File: src/tpe_pkg.sv
// Shared types and codes for the timer pool expiry engine.
`default_nettype none

package tpe_pkg;

  // Default slot count and time word width
  localparam int unsigned NUM_SLOTS_DEF = 16;
  localparam int unsigned TIME_W        = 64;

  // Command codes
  localparam logic [1:0] CMD_ADD    = 2'd0;
  localparam logic [1:0] CMD_CANCEL = 2'd1;
  localparam logic [1:0] CMD_TICK   = 2'd2;

  // Result kinds
  typedef enum logic [2:0] {
    KIND_ADDED          = 3'd0,
    KIND_FULL           = 3'd1,
    KIND_CANCEL_FOUND   = 3'd2,
    KIND_CANCEL_UNKNOWN = 3'd3,
    KIND_FIRED          = 3'd4,
    KIND_DONE           = 3'd5
  } kind_e;

  // Input beat
  typedef struct packed {
    logic [1:0]        command;
    logic [TIME_W-1:0] expire_time;
    logic              repeat_req;
    logic [TIME_W-1:0] period;
    logic [3:0]        timer_id;
    logic [TIME_W-1:0] now_time;
  } in_beat_t;

  // Output beat
  typedef struct packed {
    logic [2:0] kind;
    logic [3:0] slot_id;
    logic       last;
  } out_beat_t;

  // Result handoff from the sequencer to the output register
  typedef struct packed {
    logic      valid;
    out_beat_t beat;
  } res_t;

  function automatic out_beat_t mk_res(kind_e k, logic [3:0] s, logic l);
    out_beat_t r;
    r.kind    = k;
    r.slot_id = s;
    r.last    = l;
    return r;
  endfunction

endpackage

`default_nettype wire

File: src/tpe_ram.sv
// Single write, single read port slot memory with registered read data.
`default_nettype none

module tpe_ram
  import tpe_pkg::*;
#(
  parameter  int unsigned DEPTH = NUM_SLOTS_DEF,
  parameter  int unsigned WIDTH = TIME_W,
  localparam int unsigned AW    = (DEPTH > 1) ? $clog2(DEPTH) : 1
) (
  input  wire logic             clk_i,
  input  wire logic             we_i,
  input  wire logic [AW-1:0]    waddr_i,
  input  wire logic [WIDTH-1:0] wdata_i,
  input  wire logic [AW-1:0]    raddr_i,
  output logic      [WIDTH-1:0] rdata_o
);

  logic [WIDTH-1:0] mem_q [DEPTH];

  // Write port
  always_ff @(posedge clk_i) begin
    if (we_i) begin
      mem_q[waddr_i] <= wdata_i;
    end
  end

  // Registered read port
  always_ff @(posedge clk_i) begin
    rdata_o <= mem_q[raddr_i];
  end

endmodule

`default_nettype wire

File: src/tpe_ctrl.sv
// Command sequencer: slot flags, expiry/period memories, shared compare unit.
`default_nettype none

module tpe_ctrl
  import tpe_pkg::*;
#(
  parameter int unsigned NUM_SLOTS = NUM_SLOTS_DEF
) (
  input  wire logic     clk_i,
  input  wire logic     rst_ni,
  input  wire logic     in_valid_i,
  output logic          in_ready_o,
  input  wire in_beat_t in_beat_i,
  output res_t          res_o,
  input  wire logic     res_ready_i
);

  localparam int unsigned IW = (NUM_SLOTS > 1) ? $clog2(NUM_SLOTS) : 1;
  localparam int unsigned CW = $clog2(NUM_SLOTS + 1);

  // Sequencer states
  localparam logic [2:0] ST_IDLE   = 3'd0;
  localparam logic [2:0] ST_ADD    = 3'd1;
  localparam logic [2:0] ST_CANCEL = 3'd2;
  localparam logic [2:0] ST_PEND   = 3'd3;
  localparam logic [2:0] ST_ROUND  = 3'd4;
  localparam logic [2:0] ST_UPDATE = 3'd5;
  localparam logic [2:0] ST_EMIT   = 3'd6;

  logic [2:0]           state_q, state_d, ret_q, ret_d;
  logic [CW-1:0]        cnt_q, cnt_d;
  logic                 rd_vld_q, rd_vld_d;
  logic [IW-1:0]        rd_idx_q;
  logic [NUM_SLOTS-1:0] used_q, used_d, armed_q, armed_d, pending_q, pending_d;
  logic                 best_vld_q, best_vld_d;
  logic [IW-1:0]        best_idx_q, best_idx_d;
  logic [TIME_W-1:0]    best_q, best_d;
  out_beat_t            res_q, res_d;

  // Latched command payload; time_q holds expire_time for add, now_time for tick
  logic [TIME_W-1:0]    time_q, per_in_q;
  logic                 rep_in_q;
  logic [3:0]           id_q;

  logic [IW-1:0]        cnt_idx, id_idx;
  logic                 cnt_last, found;

  // Memory ports
  logic                 exp_we, per_we;
  logic [IW-1:0]        exp_waddr;
  logic [TIME_W-1:0]    exp_wdata, exp_rdata;
  logic [TIME_W:0]      per_rdata;

  // Shared compare unit and reload adder
  logic [TIME_W-1:0]    cmp_a, cmp_b, sum;
  logic                 cmp_lt;

  assign cnt_idx  = cnt_q[IW-1:0];
  assign cnt_last = (cnt_q == CW'(NUM_SLOTS));
  assign id_idx   = IW'(id_q);
  assign found    = (32'(id_q) < NUM_SLOTS) && used_q[id_idx];
  assign sum      = time_q + per_rdata[TIME_W-1:0];

  assign cmp_a  = (state_q == ST_PEND) ? time_q : exp_rdata;
  assign cmp_b  = (state_q == ST_PEND) ? exp_rdata : best_q;
  assign cmp_lt = (cmp_a < cmp_b);

  assign in_ready_o = (state_q == ST_IDLE);
  assign res_o.valid = (state_q == ST_EMIT);
  assign res_o.beat  = res_q;

  tpe_ram #(.DEPTH(NUM_SLOTS), .WIDTH(TIME_W)) u_exp_ram (
    .clk_i   (clk_i),
    .we_i    (exp_we),
    .waddr_i (exp_waddr),
    .wdata_i (exp_wdata),
    .raddr_i (cnt_idx),
    .rdata_o (exp_rdata)
  );

  // Period memory carries the repeat flag in its top bit
  tpe_ram #(.DEPTH(NUM_SLOTS), .WIDTH(TIME_W + 1)) u_per_ram (
    .clk_i   (clk_i),
    .we_i    (per_we),
    .waddr_i (cnt_idx),
    .wdata_i ({rep_in_q, per_in_q}),
    .raddr_i (best_idx_q),
    .rdata_o (per_rdata)
  );

  // Next-state and datapath control
  always_comb begin
    state_d    = state_q;
    ret_d      = ret_q;
    cnt_d      = cnt_q;
    rd_vld_d   = 1'b0;
    used_d     = used_q;
    armed_d    = armed_q;
    pending_d  = pending_q;
    best_vld_d = best_vld_q;
    best_idx_d = best_idx_q;
    best_d     = best_q;
    res_d      = res_q;
    exp_we     = 1'b0;
    per_we     = 1'b0;
    exp_waddr  = cnt_idx;
    exp_wdata  = time_q;

    unique case (state_q)
      ST_IDLE: begin
        if (in_valid_i) begin
          cnt_d = '0;
          unique case (in_beat_i.command)
            CMD_ADD:    state_d = ST_ADD;
            CMD_CANCEL: state_d = ST_CANCEL;
            CMD_TICK:   state_d = ST_PEND;
            default:    state_d = ST_IDLE;
          endcase
        end
      end

      // Walk up from slot 0 looking for the first free slot
      ST_ADD: begin
        if (cnt_last) begin
          res_d   = mk_res(KIND_FULL, 4'd0, 1'b1);
          ret_d   = ST_IDLE;
          state_d = ST_EMIT;
        end else if (!used_q[cnt_idx]) begin
          exp_we           = 1'b1;
          per_we           = 1'b1;
          used_d[cnt_idx]  = 1'b1;
          armed_d[cnt_idx] = 1'b1;
          res_d            = mk_res(KIND_ADDED, 4'(cnt_idx), 1'b1);
          ret_d            = ST_IDLE;
          state_d          = ST_EMIT;
        end else begin
          cnt_d = cnt_q + CW'(1);
        end
      end

      ST_CANCEL: begin
        if (found) begin
          armed_d[id_idx] = 1'b0;
        end
        res_d   = mk_res(found ? KIND_CANCEL_FOUND : KIND_CANCEL_UNKNOWN, id_q, 1'b1);
        ret_d   = ST_IDLE;
        state_d = ST_EMIT;
      end

      // Snapshot of expired slots: one memory read per cycle
      ST_PEND: begin
        if (!cnt_last) begin
          cnt_d    = cnt_q + CW'(1);
          rd_vld_d = 1'b1;
        end
        if (rd_vld_q) begin
          pending_d[rd_idx_q] = used_q[rd_idx_q] & ~cmp_lt;
        end
        if (cnt_last && !rd_vld_q) begin
          cnt_d      = '0;
          best_vld_d = 1'b0;
          state_d    = ST_ROUND;
        end
      end

      // One pass for the earliest pending slot; strict less keeps lowest slot on ties
      ST_ROUND: begin
        if (!cnt_last) begin
          cnt_d    = cnt_q + CW'(1);
          rd_vld_d = 1'b1;
        end
        if (rd_vld_q && pending_q[rd_idx_q] && (!best_vld_q || cmp_lt)) begin
          best_vld_d = 1'b1;
          best_d     = exp_rdata;
          best_idx_d = rd_idx_q;
        end
        if (cnt_last && !rd_vld_q) begin
          if (best_vld_q) begin
            state_d = ST_UPDATE;
          end else begin
            res_d   = mk_res(KIND_DONE, 4'd0, 1'b1);
            ret_d   = ST_IDLE;
            state_d = ST_EMIT;
          end
        end
      end

      // Handle the chosen slot: fire, reload or free
      ST_UPDATE: begin
        pending_d[best_idx_q] = 1'b0;
        if (armed_q[best_idx_q] && per_rdata[TIME_W]) begin
          exp_we    = 1'b1;
          exp_waddr = best_idx_q;
          exp_wdata = sum;
        end else begin
          used_d[best_idx_q]  = 1'b0;
          armed_d[best_idx_q] = 1'b0;
        end
        cnt_d      = '0;
        best_vld_d = 1'b0;
        if (armed_q[best_idx_q]) begin
          res_d   = mk_res(KIND_FIRED, 4'(best_idx_q), 1'b0);
          ret_d   = ST_ROUND;
          state_d = ST_EMIT;
        end else begin
          state_d = ST_ROUND;
        end
      end

      ST_EMIT: begin
        if (res_ready_i) begin
          state_d = ret_q;
        end
      end

      default: state_d = ST_IDLE;
    endcase
  end

  // Control registers
  always_ff @(posedge clk_i or negedge rst_ni) begin
    if (!rst_ni) begin
      state_q    <= ST_IDLE;
      ret_q      <= ST_IDLE;
      cnt_q      <= '0;
      rd_vld_q   <= 1'b0;
      used_q     <= '0;
      armed_q    <= '0;
      pending_q  <= '0;
      best_vld_q <= 1'b0;
    end else begin
      state_q    <= state_d;
      ret_q      <= ret_d;
      cnt_q      <= cnt_d;
      rd_vld_q   <= rd_vld_d;
      used_q     <= used_d;
      armed_q    <= armed_d;
      pending_q  <= pending_d;
      best_vld_q <= best_vld_d;
    end
  end

  // Payload registers
  always_ff @(posedge clk_i) begin
    rd_idx_q   <= cnt_idx;
    best_idx_q <= best_idx_d;
    best_q     <= best_d;
    res_q      <= res_d;
    if (in_valid_i && in_ready_o) begin
      time_q   <= (in_beat_i.command == CMD_TICK) ? in_beat_i.now_time
                                                  : in_beat_i.expire_time;
      per_in_q <= in_beat_i.period;
      rep_in_q <= in_beat_i.repeat_req;
      id_q     <= in_beat_i.timer_id;
    end
  end

  // An armed slot is always in use
  a_armed_used: assert property (@(posedge clk_i) disable iff (!rst_ni)
    (armed_q & ~used_q) == '0)
    else $error("armed slot not in use");

  // Pending set stays within used slots
  a_pending_used: assert property (@(posedge clk_i) disable iff (!rst_ni)
    (pending_q & ~used_q) == '0)
    else $error("pending slot not in use");

  // No leftover pending slots once a command is finished
  a_idle_clean: assert property (@(posedge clk_i) disable iff (!rst_ni)
    (state_q == ST_IDLE) |-> (pending_q == '0))
    else $error("pending slots left at idle");

  // The closing beat of a command returns the sequencer to idle
  a_last_idle: assert property (@(posedge clk_i) disable iff (!rst_ni)
    (res_o.valid && res_ready_i && res_q.last) |=> (state_q == ST_IDLE))
    else $error("sequencer busy after closing beat");

endmodule

`default_nettype wire

File: src/timer_pool_expiry_engine.sv
// Timer pool expiry engine top level: command sequencer and output register.
//
// A pool of NUM_SLOTS timer slots driven by one command per input beat. Add
// takes the lowest free slot, one slot checked per cycle; add and cancel each
// then hand one result beat to the output register. A tick first reads every
// stored expiry once and then runs one full pass per expired slot plus a
// final empty pass, handing over a fire beat for each armed slot it handles.
// The single read port of the expiry memory yields one slot per cycle. The
// block takes no new command until every result beat of the current one has
// been handed to the output register; that register lets the last beat wait
// for the consumer while the next command is taken. Ties in expiry are handled
// lowest slot first; slot ids on the output are the low four bits of the slot.
`default_nettype none

module timer_pool_expiry_engine
  import tpe_pkg::*;
#(
  parameter int unsigned NUM_SLOTS = NUM_SLOTS_DEF
) (
  input  wire logic      clk_i,
  input  wire logic      rst_ni,
  input  wire logic      in_valid_i,
  output logic           in_ready_o,
  input  wire in_beat_t  in_beat_i,
  output logic           out_valid_o,
  input  wire logic      out_ready_i,
  output out_beat_t      out_beat_o
);

  res_t      res;
  logic      res_ready;
  logic      out_valid_q;
  out_beat_t out_q;

  tpe_ctrl #(.NUM_SLOTS(NUM_SLOTS)) u_ctrl (
    .clk_i       (clk_i),
    .rst_ni      (rst_ni),
    .in_valid_i  (in_valid_i),
    .in_ready_o  (in_ready_o),
    .in_beat_i   (in_beat_i),
    .res_o       (res),
    .res_ready_i (res_ready)
  );

  // Output register takes a beat whenever it is empty or being drained
  assign res_ready = !out_valid_q || out_ready_i;

  always_ff @(posedge clk_i or negedge rst_ni) begin
    if (!rst_ni) begin
      out_valid_q <= 1'b0;
    end else if (res_ready) begin
      out_valid_q <= res.valid;
    end
  end

  always_ff @(posedge clk_i) begin
    if (res_ready && res.valid) begin
      out_q <= res.beat;
    end
  end

  assign out_valid_o = out_valid_q;
  assign out_beat_o  = out_q;

endmodule

`default_nettype wire

File: config.mk
export PLATFORM = sky130hd
export DESIGN_NAME = timer_pool_expiry_engine
export DESIGN_NICKNAME = d
export VERILOG_FILES = /design/src/tpe_pkg.sv /design/src/tpe_ram.sv /design/src/tpe_ctrl.sv /design/src/timer_pool_expiry_engine.sv
export SDC_FILE = /design/constraint.sdc
export NUM_CORES = 2
export LEC_CHECK = 0
export BUFFER_PORTS_ARGS = -buffer_cell sky130_fd_sc_hd__buf_4
export CORE_ASPECT_RATIO = 0.6
export CORE_MARGIN = 2
export CORE_UTILIZATION = 30
export DETAILED_ROUTE_END_ITERATION = 6
export PLACE_DENSITY = 0.42
export SYNTH_ARGS = -nofsm -noshare
export SYNTH_HDL_FRONTEND = slang
export SYNTH_SLANG_ARGS = --single-unit
export TNS_END_PERCENT = 100
File: constraint.sdc
create_clock -name clk_i -period 13.8 [get_ports clk_i]
set_clock_uncertainty 0.1 [all_clocks]
set_input_delay 2.07 -clock clk_i [delete_from_list [all_inputs] [get_ports clk_i]]
set_output_delay 2.07 -clock clk_i [all_outputs]
set_load 0.1 [all_outputs]
Yosys cells after proc, flatten, opt, wreduce, memory -nomap -nowiden
Memory sizes are Yosys's and may differ from the RTL's. A register that Yosys moved wholly into a read port is not among the register bits. Index checks and enable logic that the tools add are counted.

Bits in registers: 283. Memory bits (writable): 2064. Bits of input ports: 203. Output and inout bits: 10. Memories kept: 2.

Memory list: u_ctrl.u_per_ram.mem_q (words 16, bits a word 65, rd ports 1, clocked after Yosys merged registers in 1, write ports 1, RTL line tpe_ram.sv:19) `logic [WIDTH-1:0] mem_q [DEPTH];`; u_ctrl.u_exp_ram.mem_q (words 16, bits a word 64, rd ports 1, clocked after Yosys merged registers in 1, write ports 1, RTL line tpe_ram.sv:19).

$add $sub $neg: 2. Order comparisons: 9. Eq/ne operators: 23. Mux-type cells: 80. Bitwise gates (word level): 10. Reduce and logical (&&, ||, !) cells: 32.

Operators by type and width (count): 64-bit 2-to-1 mux (5); 16-bit 2-to-1 mux (8); 64-bit adder (1); 16-bit AND (4); 64-bit < comparator (1); 16-bit case mux with 2 select lines (2); 16-bit case mux with 3 select lines (1); 8-bit 2-to-1 mux (5); 3-bit 2-to-1 mux (11); 16-bit NOT (2); 16-bit OR (2); 8-bit case mux with 4 select lines (1); 5-bit 2-to-1 mux (5); 5-bit case mux with 5 select lines (1); 1-bit 2-to-1 mux (22); 3-bit case mux with 7 select lines (1); 1-bit binary-select mux with 4-bit select (5); 4-bit by 5-bit < comparator with 1-bit output (second input constant) (4); 16-bit bitwise mux (1); 1-bit demux with 4-bit select (4); 4-bit by 1-bit greater-or-equal comparator with 1-bit output (second input constant) (4); 5-bit AND reduction (3); 2-bit by 1-bit != test with 1-bit output (second input constant) (7); 2-bit != test (second input constant) (6); 29 further kinds (50).

Logic depth before layout (Yosys ltp)
Word-level depth: 8. Depth in mapped cells: 18. Depth with buffers taken out: 14.

By module
A second synthesis with hierarchy kept.

Cell total of the unflattened synthesis: 5230. Area total of the unflattened synthesis: 98598.3 µm².

By module, submodules not included: tpe_ram at u_ctrl.u_per_ram (times used 1, cells each 1673, area each 40243.6 µm², seq. area each 32531.2 µm²); tpe_ram at u_ctrl.u_exp_ram (times used 1, cells each 1647, area each 39581.7 µm², seq. area each 32030.7 µm²); tpe_ctrl (times used 1, cells each 1898, area each 18479.0 µm², seq. area each 7832.5 µm²); timer_pool_expiry_engine (times used 1, cells each 12, area each 294.0 µm², seq. area each 265.3 µm²).

Least setup slack after synthesis
No wires, ideal clock.

Kind: register -> register. Start: reg u_ctrl.state_q[2]. End: reg u_ctrl.best_idx_q[0], enable pin. Library setup time: 0.617 ns. Data arrival time: 8.831 ns. Required time: 13.083 ns. Setup slack: 4.252 ns. Cell stages (with the launch flop): 16. Clock period less this slack: 9.548 ns. Cell sequence: dfrtp_1 -> clkbuf_1 -> nand3b_1 -> clkbuf_1 -> clkbuf_1 -> mux2i_1 -> ha_1 -> a21o_1 -> a21o_1 -> a21o_1 -> a21o_1 -> a21o_1 -> a21o_1 -> a221oi_1 -> o21ai_0 -> a311oi_1.

Cells in the longest elaborated chain, start to end: 6.

Ends and longest elaborated chain: start: declaration (RTL line tpe_ctrl.sv:30) `logic [2:0] state_q, state_d, ret_q, ret_d;`; start signal: assignment (RTL line tpe_ctrl.sv:232) `state_q <= state_d;`; 3-bit by 2-bit equality test with 1-bit output (RTL line tpe_ctrl.sv:64, tpe_ctrl.sv:65); 64-bit 2-to-1 mux (on tied branches) (RTL line tpe_ctrl.sv:64, tpe_ctrl.sv:65); 64-bit < comparator (RTL line tpe_ctrl.sv:66) `assign cmp_lt = (cmp_a < cmp_b);`; 1-bit logical OR (RTL line tpe_ctrl.sv:172) `if (rd_vld_q && pending_q[rd_idx_q] && (!best_vld_q || cmp_lt)) begin`; 1-bit logical AND (RTL line tpe_ctrl.sv:172); 2-bit AND reduction (no line) (*); end signal: assignment (RTL line tpe_ctrl.sv:246) `best_idx_q <= best_idx_d;`; end: declaration (RTL line tpe_ctrl.sv:36) `logic [IW-1:0] best_idx_q, best_idx_d;`.

Mark *: on every way between the ends. The rest lies on a longest branch, timed or not. A chain may end at the register's enable or synchronous reset.

Worst setup path in the final report
Start: reg u_ctrl.state_q[2]. End: reg u_ctrl.best_q[9], enable pin.

Cells in the longest elaborated chain, start to end: 6.

Ends and longest elaborated chain: 3-bit by 2-bit equality test with 1-bit output (RTL line tpe_ctrl.sv:64, tpe_ctrl.sv:65); 64-bit 2-to-1 mux (on tied branches) (RTL line tpe_ctrl.sv:64, tpe_ctrl.sv:65); 64-bit < comparator (RTL line tpe_ctrl.sv:66); 1-bit logical OR (RTL line tpe_ctrl.sv:172); 1-bit logical AND (RTL line tpe_ctrl.sv:172); 2-bit AND reduction (no line) (*); end signal: assignment (RTL line tpe_ctrl.sv:247) `best_q <= best_d;`; end: declaration (RTL line tpe_ctrl.sv:37) `logic [TIME_W-1:0] best_q, best_d;`.

Marks and branches as above.

==> reports/metrics.yaml <==
grt_usage_pct: 16.4
worstSetupPathType: "reg2reg"
grt_start_max_net_pins: 116
grt_first_pass_wirelength_um: 389000
avgSynthCellArea_um2: 20.1
std_cell_rows: 162
worstHoldPathType: "reg2reg"
die_w_um: 742
top_usage_layer: "met1"
routedWlPerCell_um: 28.3
seq_power_share_pct: 50.2
cts-root-buf: "clkbuf_16"
fin_crit_ns: 6.71
p_clk_share_pct: 35.0
power_density_nw_per_um2: 161
synth_edf_count: 2281
syn_inst: 4876
grtUsageMet3_pct: 3.04
combPwrFrac_pct: 14.8
cts_hold_buffers: 0
pin_count: 213
ys_seq_area_share_pct: 74.1
synth_cell_type_count: 74
vias_per_cell: 4.98
post-route-drc-count: 0
rsz0062_at_grt: "no"
die_h_um: 447
dp_cells: 9344
tns_ns: 0
cts_tree: "yes"
grt_pass1_vias: 49300
start_util_pct: 30.2
clock.fmax_ghz: 0.149
port_buffers: 212
drive_gt1_share_pct: 27.2
crit_slowest_cell: "a221oi_1"
cts_sinks: 2474
gp_congestion: 0.850
cts_buffers: 236
swShare_pct: 26.9
setup_ws_ns: 7.09
antenna_left: 0
max_stage_delay_ns: 1.16
num_vias: 48700
crit_path_end_kind: "register"
crit_chain: "nand3b_1, buf_4, buf_4, mux2i_1, ha_1, a21o_1, a21o_1, a21oi_1, o21ai_0, nand3_1, nand2_1, a221oi_1, o21ai_0, a311oi_4, buf_4"
synth_area_um2: 98100
ys_ff_latch: 2474
status: "complete, no violations"
maxSlewViolCount: 0
dp_worst_setup_slack_ns: 7.05
syn_to_final_growth_pct: 15.3
cp-start-kind: "register"
clk_latency_ns: 0.89
finalCritPeriodShare_pct: 48.6
post_dp_cell_area_um2: 106000
cp_common_cell: "buf_4"
stdcell_area_um2: 113000
required_ns: 14.19
stdcell_count: 9783
cap_viol_max_count: 0
cts.repair.resized: 0
fin_nets: 5574
synth_top_area_share_pct: 69.8
clock_path_buffers: 4
drt_pass1_iterations: 6
synth.largest_area_cell: "edfxtp_1"
use_met1_pct: 25.3
peakVddDrop_v: 0.000116
drt-initial-drc-count: 4954
ys.flop_type: "edfxtp_1"
core_um2: 325000
syn_nets: 5214
p_int_mw: 13.3
routed_wl_um: 276000
dp_hpwl_um: 163000
die-area_um2: 332000
finalSetupViolations: 0
synthTopCellsByArea: "edfxtp_1 70%, mux4_2 15%, dfxtp_1 2.7%"
yosysWarnings: 0
path_max_fanout: 51
maxSlewHeadroom_pct: 6.63
cts_max_level: 4
leakage_nw: 36.4
nFillCells: 30400
p_sw_mw: 4.91
grt_overflow_total: 0
antenna_found_initial: 5
cts.clk_slew.worst_paths_ns: 0.07
postSynth.asyncResetShare_pct: 2.43
post-cts-setup-buffers: 0
worst_slew_pin_slew_ns: 1.40
gr-usage-met2_pct: 24.3
hold_viol_final: 0
worst-endpoint-arrival_ns: 7.10
==> routing by layer <==
| layer | vias to the layer above | share of wire [%] |
|---|---|---|
| li1 | 20800 | - |
| met1 | 26300 | 49 |
| met2 | 1374 | 44 |
| met3 | 290 | 5.6 |
| met4 | 0 | 1.6 |
| met5 | - | 0 |
==> final cells by class <==
| cell class | instances | area (um2) | share of cell area, % |
|---|---|---|---|
| clock buffers | 324 | 6530 | 5.77 |
| flip-flops and latches | 2474 | 72700 | 64.2 |
| clock inverters | 112 | 883 | 0.781 |
| repair buffers | 356 | 2750 | 2.43 |
| well taps | 4346 | 5440 | 4.81 |
| inverters | 37 | 149 | 0.132 |
| diodes | 3 | 7.51 | 0.00664 |
| multi-input cells | 2131 | 24700 | 21.8 |
==> power by group through the flow <==
stage / Combinational, mW / Clock (mW) / Sequential [mW]
final: 2.70 / 6.38 / 9.15
after global routing: 2.93 / 6.85 / 9.19
after CTS: 2.74 / 6.57 / 9.17
after detailed placement: 2.73 / 0 / 9.32
after global placement: 2.75 / 0 / 9.32
after floorplan: 1.82 / 0 / 9.07
==> path summary, 6_finish.rpt <==
path	from	endpoint	slack [ns]	depth (start not counted)
setup / recovery	u_ctrl.state_q[2]$_DFFE_PN0P_	u_ctrl.best_q[9]$_DFFE_PP_	7.09	15
hold / removal	u_ctrl.res_o[1]$_DFFE_PP_	out_beat_o[1]$_DFFE_PP_	0.32	0
setup reg to reg	u_ctrl.state_q[2]$_DFFE_PN0P_	u_ctrl.best_q[9]$_DFFE_PP_	7.09	15
hold reg to reg	u_ctrl.res_o[1]$_DFFE_PP_	out_beat_o[1]$_DFFE_PP_	0.32	0
max in group asynchronous	rst_ni	u_ctrl.cnt_q[3]$_DFFE_PN0P_	11.72	1
min in group asynchronous	rst_ni	u_ctrl.used_q[5]$_DFFE_PN0P_	1.21	1
==> worst max-delay path: cells and delay by family, from the launching register on <==
| kind | cells | cell delay, ns |
|---|---|---|
| simple gates | 3 | 0.41 |
| compound gates | 7 | 2.66 |
| mux | 1 | 0.26 |
| buf+inv | 3 | 1.58 |
| flops | 1 | 0.87 |
| fa+ha+maj | 1 | 0.26 |
==> cell families (layout without fill, tap and decap cells) <==
kind of cell | count (synthesis) | in the layout | synth area share [%]
XOR/XNOR | 59 | 59 | 0.527
other | 0 | 3 | 0
flip-flops | 2474 | 2474 | 74.1
multiplexers | 798 | 798 | 16.8
AO/OA/AOI/OAI | 456 | 456 | 2.80
adder cells (fa/ha/maj) | 135 | 135 | 1.73
buffers and inverters | 271 | 829 | 1.05
AND/OR/NAND/NOR | 683 | 683 | 3.06
==> sequential cells by signal, summed over array words and instances, names as in the netlist <==
register / flops
u_ctrl.pending_q: 16
u_ctrl.per_in_q: 64
u_ctrl.cnt_q: 5
u_ctrl.best_idx_q: 4
out_beat_o: 8
out_valid_o: 1
u_ctrl.u_exp_ram.mem_q: 1024
u_ctrl.u_per_ram.mem_q: 1040
u_ctrl.state_q: 3
u_ctrl.rd_idx_q: 4
u_ctrl.rd_vld_q: 1
u_ctrl.ret_q: 1
u_ctrl.rep_in_q: 1
u_ctrl.u_per_ram.rdata_o: 65
u_ctrl.best_q: 64
u_ctrl.time_q: 64
u_ctrl.used_q: 16
u_ctrl.res_o: 8
u_ctrl.id_idx: 4
u_ctrl.u_exp_ram.rdata_o: 64
u_ctrl.armed_q: 16
u_ctrl.best_vld_q: 1
==> cell usage after synthesis, types with 10 or more instances <==
cell / instances
nand2_1: 388
nor2_1: 102
a21o_1: 55
dfrtp_1: 60
a211oi_1: 11
buf_1: 68
o21ai_0: 173
mux2_2: 64
mux4_2: 670
nand3_1: 49
inv_1: 34
nand4_1: 36
nor3_1: 24
mux2i_1: 64
a22oi_1: 10
a21oi_1: 108
nand2b_1: 14
edfxtp_1: 2281
clkbuf_1: 158
a31oi_1: 10
xor2_1: 26
xnor2_1: 33
ha_1: 134
and3_1: 13
dfxtp_1: 133
nor2b_1: 10
o21bai_1: 14
==> stage by stage <==
| step | hold WS [ns] | util [%] | power [mW] |
|---|---|---|---|
| after CTS | 0.314 | 34.8 | 18.5 |
| after floorplan | 0.293 | - | 10.9 |
| final | 0.320 | 34.8 | 18.2 |
| after global routing | 0.328 | 34.8 | 19.0 |
| after detailed placement | 0.306 | 32.5 | 12.1 |
| after global placement | 0.313 | 32.5 | 12.1 |
==> layout by cell type (no fill, tap or decap), types with 75 or more instances in the layout <==
| cell type | Yosys | routed |
|---|---|---|
| nand2_1 | 388 | 387 |
| clkbuf_16 | 0 | 240 |
| dfxtp_1 | 133 | 133 |
| nor2_1 | 102 | 75 |
| buf_4 | 0 | 350 |
| mux4_2 | 670 | 670 |
| edfxtp_1 | 2281 | 2281 |
| a21oi_1 | 108 | 108 |
| o21ai_0 | 173 | 167 |
| ha_1 | 134 | 133 |
No activity file was read; power rests on OpenSTA's default activity.
